**config.mk**
```make
export PLATFORM = sky130hd
export DESIGN_NAME = scan_ranging_sequencer_flat
export DESIGN_NICKNAME = d
export VERILOG_FILES = /design/src/rtl/core/srs_pkg.sv /design/src/rtl/core/srs_in_if.sv /design/src/rtl/core/srs_out_if.sv /design/src/rtl/core/srs_step.sv /design/src/rtl/core/scan_ranging_sequencer.sv /design/src/flat_wrapper.sv
export SDC_FILE = /design/constraint.sdc
export NUM_CORES = 1
export LEC_CHECK = 0
export BUFFER_PORTS_ARGS = -buffer_cell sky130_fd_sc_hd__clkbuf_2
export CORE_UTILIZATION = 35
export CTS_CLUSTER_DIAMETER = 40
export DETAILED_ROUTE_END_ITERATION = 16
export MAX_ROUTING_LAYER = met4
export PLACE_DENSITY = 0.6
export SETUP_SLACK_MARGIN = 0.4
export SLEW_MARGIN = 30
export SYNTH_ARGS = -nofsm -noshare
export SYNTH_HDL_FRONTEND = slang
export SYNTH_SLANG_ARGS = --single-unit
export TNS_END_PERCENT = 5
```
**constraint.sdc**
```tcl
create_clock -name clk -period 5.85 [get_ports clk]
set_input_delay 0.2925 -clock clk [delete_from_list [all_inputs] [get_ports clk]]
set_output_delay 0.2925 -clock clk [all_outputs]
set_load 0.03 [all_outputs]
```
**src/rtl/core/srs_pkg.sv**
```systemverilog
// srs_pkg: types and codes shared by the range shot sequencer
// no dependencies; included first by every other file of the block
package srs_pkg;

    localparam int unsigned TimeW   = 32;
    localparam int unsigned NearW   = 16;
    localparam int unsigned FarW    = 32;
    localparam int unsigned PosW    = 8;
    localparam int unsigned CfgIdxW = 1;
    localparam int unsigned CfgW    = 32;

    localparam logic [TimeW-1:0] TimeMax         = '1;
    localparam logic [TimeW-1:0] PosTimeoutRst   = TimeW'(1000);
    localparam logic [TimeW-1:0] MeasTimeoutRst  = TimeW'(1000);

    typedef enum logic [CfgIdxW-1:0] {
        CFG_POS_TIMEOUT  = 1'b0,
        CFG_MEAS_TIMEOUT = 1'b1
    } cfg_idx_t;

    typedef enum logic [2:0] {
        KIND_START     = 3'd0,
        KIND_TICK      = 3'd1,
        KIND_STEP      = 3'd2,
        KIND_READ_NEAR = 3'd3,
        KIND_READ_FAR  = 3'd4,
        KIND_READ_POS  = 3'd5,
        KIND_QUERY     = 3'd6
    } kind_t;

    typedef enum logic [1:0] {
        PH_IDLE = 2'd0,
        PH_POS  = 2'd1,
        PH_MEAS = 2'd2,
        PH_DONE = 2'd3
    } phase_t;

    typedef struct packed {
        logic [2:0]       kind;
        logic [PosW-1:0]  target_position;
        logic             servo_ready;
        logic             sensors_ready;
        logic             far_valid;
        logic [FarW-1:0]  far_distance;
        logic             near_valid;
        logic [NearW-1:0] near_distance;
    } srs_in_t;

    typedef struct packed {
        logic             accepted;
        logic             finished;
        logic             servo_command;
        logic             trigger_sensors;
        logic [PosW-1:0]  position_out;
        logic [NearW-1:0] near_out;
        logic [FarW-1:0]  far_out;
        logic [1:0]       phase_out;
    } srs_out_t;

    typedef struct packed {
        phase_t           phase;
        logic [TimeW-1:0] elapsed;
        logic             near_latched;
        logic             far_latched;
        logic [NearW-1:0] near_value;
        logic [FarW-1:0]  far_value;
        logic [PosW-1:0]  held_position;
    } srs_state_t;

    typedef struct packed {
        logic [TimeW-1:0] pos_timeout;
        logic [TimeW-1:0] meas_timeout;
    } srs_cfg_t;

endpackage

```
**src/rtl/core/srs_in_if.sv**
```systemverilog
// srs_in_if: valid/ready channel carrying one sequencer item
// depends on srs_pkg for the payload type
interface srs_in_if;
    import srs_pkg::*;

    logic    valid;
    logic    ready;
    srs_in_t data;

    modport source (output valid, output data, input ready);
    modport sink (input valid, input data, output ready);
endinterface

```
**src/rtl/core/srs_out_if.sv**
```systemverilog
// srs_out_if: valid/ready channel carrying one sequencer result
// depends on srs_pkg for the payload type
interface srs_out_if;
    import srs_pkg::*;

    logic     valid;
    logic     ready;
    srs_out_t data;

    modport source (output valid, output data, input ready);
    modport sink (input valid, input data, output ready);
endinterface

```
**src/rtl/core/srs_step.sv**
```systemverilog
// srs_step: next state and result of the sequencer for one item
// depends on srs_pkg; purely combinational, registered by the top level
module srs_step (
    input  srs_pkg::srs_state_t cur,
    input  srs_pkg::srs_cfg_t   cfg,
    input  srs_pkg::srs_in_t    item,
    output srs_pkg::srs_state_t nxt,
    output srs_pkg::srs_out_t   res
);
    import srs_pkg::*;

    logic at_rest;
    logic start_ok;
    logic pos_ready;

    assign at_rest   = (cur.phase == PH_IDLE) || (cur.phase == PH_DONE);
    assign start_ok  = at_rest && item.servo_ready;
    assign pos_ready = item.servo_ready && item.sensors_ready;

    // next state
    always_comb
    begin
        nxt = cur;
        unique case (item.kind)
            KIND_START:
            begin
                if (start_ok)
                begin
                    nxt.near_latched  = 1'b0;
                    nxt.far_latched   = 1'b0;
                    nxt.elapsed       = '0;
                    nxt.held_position = item.target_position;
                    nxt.phase         = PH_POS;
                end
            end
            KIND_TICK:
            begin
                if (cur.elapsed != TimeMax)
                begin
                    nxt.elapsed = cur.elapsed + TimeW'(1);
                end
            end
            KIND_STEP:
            begin
                unique case (cur.phase)
                    PH_POS:
                    begin
                        if (cur.elapsed > cfg.pos_timeout)
                        begin
                            nxt.phase   = PH_IDLE;
                            nxt.elapsed = '0;
                        end
                        if (pos_ready)
                        begin
                            nxt.phase   = PH_MEAS;
                            nxt.elapsed = '0;
                        end
                    end
                    PH_MEAS:
                    begin
                        // timeout forces zero into missing latches before capture
                        if (cur.elapsed > cfg.meas_timeout)
                        begin
                            nxt.elapsed = '0;
                            if (!cur.far_latched)
                            begin
                                nxt.far_value   = '0;
                                nxt.far_latched = 1'b1;
                            end
                            if (!cur.near_latched)
                            begin
                                nxt.near_value   = '0;
                                nxt.near_latched = 1'b1;
                            end
                        end
                        if (!nxt.far_latched && item.far_valid)
                        begin
                            nxt.far_value   = item.far_distance;
                            nxt.far_latched = 1'b1;
                        end
                        if (!nxt.near_latched && item.near_valid)
                        begin
                            nxt.near_value   = item.near_distance;
                            nxt.near_latched = 1'b1;
                        end
                        if (nxt.far_latched && nxt.near_latched)
                        begin
                            nxt.phase = PH_DONE;
                        end
                    end
                    PH_DONE:
                    begin
                        if (!cur.far_latched && !cur.near_latched)
                        begin
                            nxt.phase = PH_IDLE;
                        end
                    end
                    PH_IDLE:
                    begin
                    end
                    default:
                    begin
                    end
                endcase
            end
            KIND_READ_NEAR:
            begin
                if (at_rest)
                begin
                    nxt.near_latched = 1'b0;
                end
            end
            KIND_READ_FAR:
            begin
                if (at_rest)
                begin
                    nxt.far_latched = 1'b0;
                end
            end
            default:
            begin
            end
        endcase
    end

    // result fields
    always_comb
    begin
        res = '0;
        unique case (item.kind)
            KIND_START:
            begin
                res.accepted      = start_ok;
                res.servo_command = start_ok;
            end
            KIND_STEP:
            begin
                res.trigger_sensors = (cur.phase == PH_POS) && pos_ready;
            end
            KIND_READ_NEAR, KIND_READ_FAR:
            begin
                res.accepted = at_rest;
            end
            KIND_READ_POS:
            begin
                res.accepted = 1'b1;
            end
            default:
            begin
            end
        endcase
        res.finished     = (nxt.phase == PH_IDLE) || (nxt.phase == PH_DONE);
        res.position_out = nxt.held_position;
        res.near_out     = nxt.near_value;
        res.far_out      = nxt.far_value;
        res.phase_out    = nxt.phase;
    end
endmodule

```
**src/rtl/core/scan_ranging_sequencer.sv**
```systemverilog
// scan_ranging_sequencer: top level of the servo-aimed dual-sensor range shot sequencer
// depends on srs_pkg, srs_in_if, srs_out_if and srs_step
//
// usage:
//   in_ch carries one item per transfer (start, tick, step, reads, query);
//   out_ch returns exactly one result per item, in order.
//   cfg_we/cfg_index/cfg_wdata write position_timeout (0) and
//   measure_timeout (1); write only while no item is in flight.
// path: an accepted item waits in the input register; its result is then
//   captured in the result register and offered on out_ch until taken.
// throughput: one item per cycle while out_ch is ready; the state update is a single
//   pass of srs_step between the input register and the result register.
// stall: while out_ch is not ready the result holds, the input register
//   still takes one more item, then in_ch.ready drops until space frees.
// reset: phase idle, timer, latches, values and position cleared,
//   both timeouts set to 1000, both channel stages empty.
module scan_ranging_sequencer (
    input  logic                           clk,
    input  logic                           rst_n,
    srs_in_if.sink                         in_ch,
    srs_out_if.source                      out_ch,
    input  logic                           cfg_we,
    input  logic [srs_pkg::CfgIdxW-1:0]    cfg_index,
    input  logic [srs_pkg::CfgW-1:0]       cfg_wdata
);
    import srs_pkg::*;

    srs_state_t state_reg;
    srs_state_t state_next;
    srs_cfg_t   cfg_reg;
    srs_in_t    in_reg;
    logic       in_valid_reg;
    srs_out_t   out_reg;
    srs_out_t   out_next;
    logic       out_valid_reg;
    logic       advance;

    // stage moves into the result register when that register is free
    assign advance      = in_valid_reg && (!out_valid_reg || out_ch.ready);
    assign in_ch.ready  = !in_valid_reg || advance;
    assign out_ch.valid = out_valid_reg;
    assign out_ch.data  = out_reg;

    srs_step u_step (
        .cur  (state_reg),
        .cfg  (cfg_reg),
        .item (in_reg),
        .nxt  (state_next),
        .res  (out_next)
    );

    always_ff @(posedge clk or negedge rst_n)
    begin
        if (!rst_n)
        begin
            cfg_reg.pos_timeout  <= PosTimeoutRst;
            cfg_reg.meas_timeout <= MeasTimeoutRst;
        end
        else if (cfg_we)
        begin
            unique case (cfg_idx_t'(cfg_index))
                CFG_POS_TIMEOUT:  cfg_reg.pos_timeout  <= cfg_wdata;
                CFG_MEAS_TIMEOUT: cfg_reg.meas_timeout <= cfg_wdata;
                default:
                begin
                end
            endcase
        end
    end

    always_ff @(posedge clk or negedge rst_n)
    begin
        if (!rst_n)
        begin
            state_reg.phase         <= PH_IDLE;
            state_reg.elapsed       <= '0;
            state_reg.near_latched  <= 1'b0;
            state_reg.far_latched   <= 1'b0;
            state_reg.near_value    <= '0;
            state_reg.far_value     <= '0;
            state_reg.held_position <= '0;
            in_valid_reg            <= 1'b0;
            out_valid_reg           <= 1'b0;
        end
        else
        begin
            if (advance)
            begin
                state_reg <= state_next;
            end
            if (in_ch.ready)
            begin
                in_valid_reg <= in_ch.valid;
            end
            if (!out_valid_reg || out_ch.ready)
            begin
                out_valid_reg <= in_valid_reg;
            end
        end
    end

    always_ff @(posedge clk)
    begin
        if (in_ch.valid && in_ch.ready)
        begin
            in_reg <= in_ch.data;
        end
        if (advance)
        begin
            out_reg <= out_next;
        end
    end
endmodule
```
**src/flat_wrapper.sv**
```systemverilog
// flat-port wrapper written by rule: the top's interface ports become plain ports
module scan_ranging_sequencer_flat import srs_pkg::*;
  (clk, rst_n, cfg_we, cfg_index, cfg_wdata, in_ch_valid, in_ch_data, in_ch_ready, out_ch_valid, out_ch_data, out_ch_ready);
  srs_in_if in_ch_i ();
  srs_out_if out_ch_i ();
  input  logic clk;
  input  logic rst_n;
  input  logic cfg_we;
  input  logic [srs_pkg::CfgIdxW-1:0] cfg_index;
  input  logic [srs_pkg::CfgW-1:0] cfg_wdata;
  input wire logic [$bits(in_ch_i.valid)-1:0] in_ch_valid;
  input wire logic [$bits(in_ch_i.data)-1:0] in_ch_data;
  output wire logic [$bits(in_ch_i.ready)-1:0] in_ch_ready;
  output wire logic [$bits(out_ch_i.valid)-1:0] out_ch_valid;
  output wire logic [$bits(out_ch_i.data)-1:0] out_ch_data;
  input wire logic [$bits(out_ch_i.ready)-1:0] out_ch_ready;
  assign in_ch_i.valid = in_ch_valid;
  assign in_ch_i.data = in_ch_data;
  assign in_ch_ready = in_ch_i.ready;
  assign out_ch_valid = out_ch_i.valid;
  assign out_ch_data = out_ch_i.data;
  assign out_ch_i.ready = out_ch_ready;
  scan_ranging_sequencer u_core (.clk(clk), .rst_n(rst_n), .in_ch(in_ch_i), .out_ch(out_ch_i), .cfg_we(cfg_we), .cfg_index(cfg_index), .cfg_wdata(cfg_wdata));
endmodule
```
* Word-level counts from Yosys, hierarchy flattened
Index checks and enable logic that the tools add are counted.
** Cells by class
- Add/subtract/negate cells :: 1
- Magnitude comparators :: 2
- Equal/unequal tests :: 18
- Multiplexer cells :: 31
- Bitwise gates (word level) :: 1
- Reductions and logical operators :: 31
** Operators with widths (count)
- $mux 82 :: 3
- $mux 32 :: 3
- $pmux 32 s3 :: 1
- $mux 34 :: 2
- $gt 32x32->1 :: 2
- $pmux 32 s2 :: 1
- $mux 50 :: 1
- $mux 48 :: 1
- $mux 36 :: 1
- $add 32x1->32 const B :: 1
- $mux 16 :: 2
- $ne 32x32->1 const B :: 1
- $mux 8 :: 2
- $reduce_and 5->1 :: 2
- $logic_and 1x1->1 :: 9
- $pmux 1 s3 :: 3
- $reduce_bool 3->1 :: 3
- $ne 2x2->1 const B :: 4
- $mux 1 :: 7
- $reduce_and 7->1 :: 1
- $eq 2x2->1 const B :: 3
- $eq 3x2->1 const B :: 2
- $eq 3x3->1 const B :: 2
- $logic_not 1->1 :: 6
- 15 further kinds :: 21
** Word-level totals
- Register bits after elaboration :: 283
- Bits of input ports :: 101

* Depth between registers and ports, before layout
- Depth after elaboration :: 15
- Depth in mapped cells :: 12

* Modules after synthesis
Synthesis repeated with hierarchy kept, for this count alone.
** Second synthesis, totals
- Cell total of the unflattened synthesis :: 1074
- Area total of the unflattened synthesis :: 14129.8 um^2
** Modules (own cells, without submodules)
- scan_ranging_sequencer :: instances 1, cells an instance 465, area each 10010.9 um^2, sequential area each 7722.4 um^2
- srs_step :: instances 1, cells an instance 609, area each 4119.0 um^2, sequential area each 0.0 um^2

* Worst setup path before layout
OpenSTA, ideal clock, no wires.
- Path type :: reg-to-reg
- Start point :: register u_core.out_valid_reg (netlist: u_core.out_ch.valid)
- End point :: register u_core.out_reg (netlist bit u_core.out_ch.data[0]) (enable)
- Library setup time :: 0.450 ns
- Arrival :: 3.109 ns
- Slack :: 2.291 ns
- Cell stages (with the launch flop) :: 6
- Buffers on the path :: 2
- Clock period less this slack :: 3.559 ns
- Cells stage by stage :: dfrtp_1 -> nand2b_1 -> nand2_1 -> inv_1 -> clkbuf_1 -> clkbuf_1
** On the way
- Cells in the longest elaborated chain, start to end :: 3
** Ends and longest elaborated chain
- from (decl) :: line scan_ranging_sequencer.sv:35 : logic out_valid_reg;
- from (signal assigned) :: line scan_ranging_sequencer.sv:97 : out_valid_reg <= in_valid_reg;
- $logic_not 1->1 :: line scan_ranging_sequencer.sv:39 : assign advance = in_valid_reg && (!out_valid_reg || out_ch.ready);
- $logic_or 1x1->1 :: line scan_ranging_sequencer.sv:39
- $logic_and 1x1->1 :: line scan_ranging_sequencer.sv:39
- via u_core.advance :: line scan_ranging_sequencer.sv:36 : logic advance;
- to (signal assigned) :: line scan_ranging_sequencer.sv:110 : out_reg <= out_next;
- to (decl) :: line scan_ranging_sequencer.sv:33 : srs_out_t out_reg;
The timed path passes the listed nets, and every way through them passes these cells.
A chain may end at the register's enable or synchronous reset.

* Worst setup path in the final report
- Start point :: register u_core.state_reg[85] in the netlist's numbering
- End point :: register u_core.state_reg[26] in the netlist's numbering
** On the way
- Cells in the longest elaborated chain, start to end :: 9
** Ends and longest elaborated chain
- from (decl) :: line scan_ranging_sequencer.sv:28 : srs_state_t state_reg;
- from (signal assigned) :: line scan_ranging_sequencer.sv:89 : state_reg <= state_next;
- $gt 32x32->1 * :: line srs_step.sv:62 : if (cur.elapsed > cfg.meas_timeout)
- $mux 82 * :: line srs_step.sv:62
- $mux 82 * :: line srs_step.sv:45 : unique case (cur.phase)
- $mux 82 * :: line srs_step.sv:24 : unique case (item.kind)
- $logic_not 1->1 :: line srs_step.sv:76 : if (!nxt.far_latched && item.far_valid)
- $logic_and 1x1->1 :: line srs_step.sv:76
- $mux 32 * :: line srs_step.sv:76
- $mux 50 * :: line srs_step.sv:45
- $mux 48 * :: line srs_step.sv:24
Mark *: on every way between the ends. The rest lies on a longest branch, timed or not. The select of a mux whose other input is x is not followed.

==> run_results.csv <==
group,metric,value,unit
clocking,cts_max_level,2,
flow_run,cap_viol_max_count,0,
sta,final_critical_path_setup_slack,2.20,ns
cells_and_area,layout-drive-gt1-share,0.238,
sta,final_max_slew_viol_count,0,
die,die_y,193,µm
synth,yosys.area_share.xor_xnor,0.000687,
sta,setup_total_negative_slack,0,ns
critical_path,timing.rr.start,"u_core.state_reg[85]",
global_route,antenna_found_initial,2,
global_route,first_global_vias,9334,
routing,postRouteAntennaNets,0,
die,boundaryPins,165,
die,floorplan.die.width,193,µm
global_route,wire_length_of_the_first_global_routing_pass,49800,µm
cells_and_area,post_synthesis_to_final_layout_area_growth,31.4,%
synth,ys_seq_elements,283,
hold_path,holdCritStartpoint,"cfg_wdata[1]",
clocking,ctsLongestPathBuffers,3,
run_status,status,"finished, violations left",
die,coreArea,35700,µm²
clocking,cts_tree,"built",
hold_path,min-delay-path-class,"primary input to flip-flop",
run_status,failed_checks,"DRC",
sta,final_hold_fails,0,
power,leakage,7.47,nW
cells_and_area,layout.cells.most_common,"clkbuf_2",
clocking,clock_latency,0.57,ns
synth,postSynthCellCount,1043,
critical_path,setup.worst_path.start,"u_core.state_reg[85]",
sta,finalCriticalPeriod,3.65,ns
synth,synth-seq-area-share,0.606,
power,vdd_drop_max,0.171,mV
synth,nets_in_the_synthesized_netlist,1213,
place,finalWeightedCongestion,0.816,
die,start_util,0.357,
critical_path,critical_path.endpoint_type,"flip-flop",
sta,setup_viol_count_final,0,
routing,total_iterations_of_the_first_detailed_routing_run,11,
sta,slew_headroom,0.400,
sta,setup_repair_after_global_routing_missed_its_margin,"no",
critical_path,cp-endpoint,"u_core.state_reg[26]",
clocking,numCtsBuffers,48,
global_route,groute.usage.overall,0.177,
power,powerDensity,359,nW/µm²
routing,iteration_0_drc_markers,525,
cells_and_area,filler_cell_count,3211,
critical_path,worst_ep_arrival_time,4.15,ns
clocking,tritoncts_num_sinks,283,
sta,clock_skew,0.0231,ns
critical_path,req_time_crit_path,6.34,ns
critical_path,crit_path_max_fanout,33,
sta,post_route_fraction_of_the_period_consumed_by_the_critical_path,0.625,
synth,synth_area_per_cell,12.2,µm²
synth,synthTopCellsByArea,"edfxtp_1 29%, dfrtp_1 29%, ha_1 6.8%, a22o_1 5.6%, nand2_1 3.9%",
synth,synth_top_area_cell,"edfxtp_1",
clocking,post_cts_resized,0,
synth,synth-simple-area-share,0.0968,
place,pre_cts_ws,2.26,ns
synth,synthDominantCellAreaShare,0.295,
synth,postSynth.asyncResetShare,0.558,
routing,vias_per_cell,5.16,
synth,synth-adder-area-share,0.0678,
global_route,grt_start_max_net_pins,96,
cells_and_area,largest_reg_flops,92,
critical_path,criticalPathCategory,"flip-flop to flip-flop",
cells_and_area,finalCoreUtilization,0.470,
critical_path,number_of_cell_instances_on_the_worst_register_to_register_path,10,
global_route,congestion_overflow_gr,0,
synth,compound_gate_fraction_of_synth_area,0.159,
routing,wl_per_cell,17.2,µm
clocking,clkTransAtPathRegs,0.06,ns
cells_and_area,mostFrequentLayoutCells,"163 x clkbuf_2, 146 x dfrtp_1, 131 x nand2_1",
place,port_buffers,164,
synth,synth_top_family_by_area,"compound AO/OA/AOI/OAI gates",
synth,synthDistinctLibCells,61,
sta,max_freq,274,MHz
critical_path,startpoint_type,"flip-flop",
sta,max_slew.worst_pin.slew,0.899,ns
synth,post_synth_mux_area_share,0.0307,
synth,synth_ff_type,"dfrtp_1",
clocking,postCtsHoldBufs,97,
routing,post-route-drc-count,14,
place,dp_hpwl,20200,µm
routing,drt_wl_total,31400,µm
critical_path,reg2reg_slack,2.20,ns
synth,synth_enable_flop_cells,125,
synth,synth.cell_area,12700,µm²
routing,vias,9420,
clocking,cts.repair_timing.setup_buffer_count,0,
die,placementRows,69,
cells_and_area,nets,1494,
critical_path,r2r_end,"u_core.state_reg[26]",
synth,yosys_warnings,0,
clocking,root_driver,"clkbuf_16",
die,floorplan.die_area,37200,µm²
-- through the flow --
stage | area [µm²] | power [mW] | hold WS, ns | std cells
2_1_floorplan | 12700 | 2.90 | -0.00309 | 1043
3_3_place_gp | 14100 | 3.12 | 0.456 | 1636
3_5_place_dp | 14100 | 3.14 | 0.462 | 1637
4_1_cts | 16700 | 6.09 | 0.00473 | 1823
5_1_grt | 16700 | 6.28 | 0.0308 | 1826
6_report | 16700 | 6.01 | 0.0175 | 1826
-- metal layers --
| metal | track usage | vias up | wire [µm] |
|---|---|---|---|
| li1 | - | 4495 | - |
| met1 | 0.227 | 4618 | 14100 |
| met2 | 0.275 | 235 | 14800 |
| met3 | 0.0396 | 72 | 1590 |
| met4 | 0.0645 | 0 | 924 |
| met5 | - | - | 0 |
-- how the worst min path moves through the flow --
| stage | depth (start not counted) | end | slack (ns) |
|---|---|---|---|
| detailed placement | 2 | u_core.state_reg[6] | 0.46 |
| floorplan | 0 | u_core.cfg_reg[0] | -0.003 |
| CTS | 3 | u_core.cfg_reg[33] | 0.005 |
| finish | 3 | u_core.cfg_reg[33] | 0.02 |
| global placement | 1 | u_core.cfg_reg[13] | 0.46 |
| global route | 2 | u_core.cfg_reg[1] | 0.03 |
-- cells by family after synthesis --
group                      count (synthesis)
xor gates and xnor gates                   1
AOI/OAI and AO/OA                        285
adders and majority gates                 69
muxes                                     35
buffers and inverters                    119
DFF                                      283
and+or+nand+nor                          251
-- power by group --
group	internal, mW	total [mW]	switching (mW)
registers	2.29	2.41	0.120
clock network	1.82	2.85	1.03
logic	0.299	0.750	0.451
total	4.41	6.01	1.60
-- synthesized netlist by cell type, drive strengths merged, types with 17 or more instances --
cell / count
mux2: 33
nand4: 24
a22o: 81
nand2: 131
buf: 21
inv: 76
dfrtp: 146
o21ai: 54
ha: 69
a31oi: 17
nand3: 22
edfxtp: 125
a21oi: 56
clkbuf: 21
-- final cells by class --
class                           instances  area (µm²)  share of cell area
Antenna cell                            2        5.00            0.000299
Clock buffer                           58        1290              0.0770
Clock inverter                         31         369              0.0220
Inverter                               77         292              0.0174
Multi-Input combinational cell        641        4580               0.273
Sequential cell                       283        7720               0.461
Tap cell                              461         577              0.0344
Timing Repair Buffer                  273        1910               0.114
-- critical path, stage by stage, from the launching register on --
cell and delay (ns):
dfrtp_1 0.45, ha_1 0.36, nand4_1 0.22, nor4_1 0.71
and3_1 0.34, a41oi_2 0.05, o21ai_2 0.16, a211o_1 0.17
buf_4 0.36, nand2b_4 0.48, a22o_1 0.22
(Power assumes the default switching activity.)
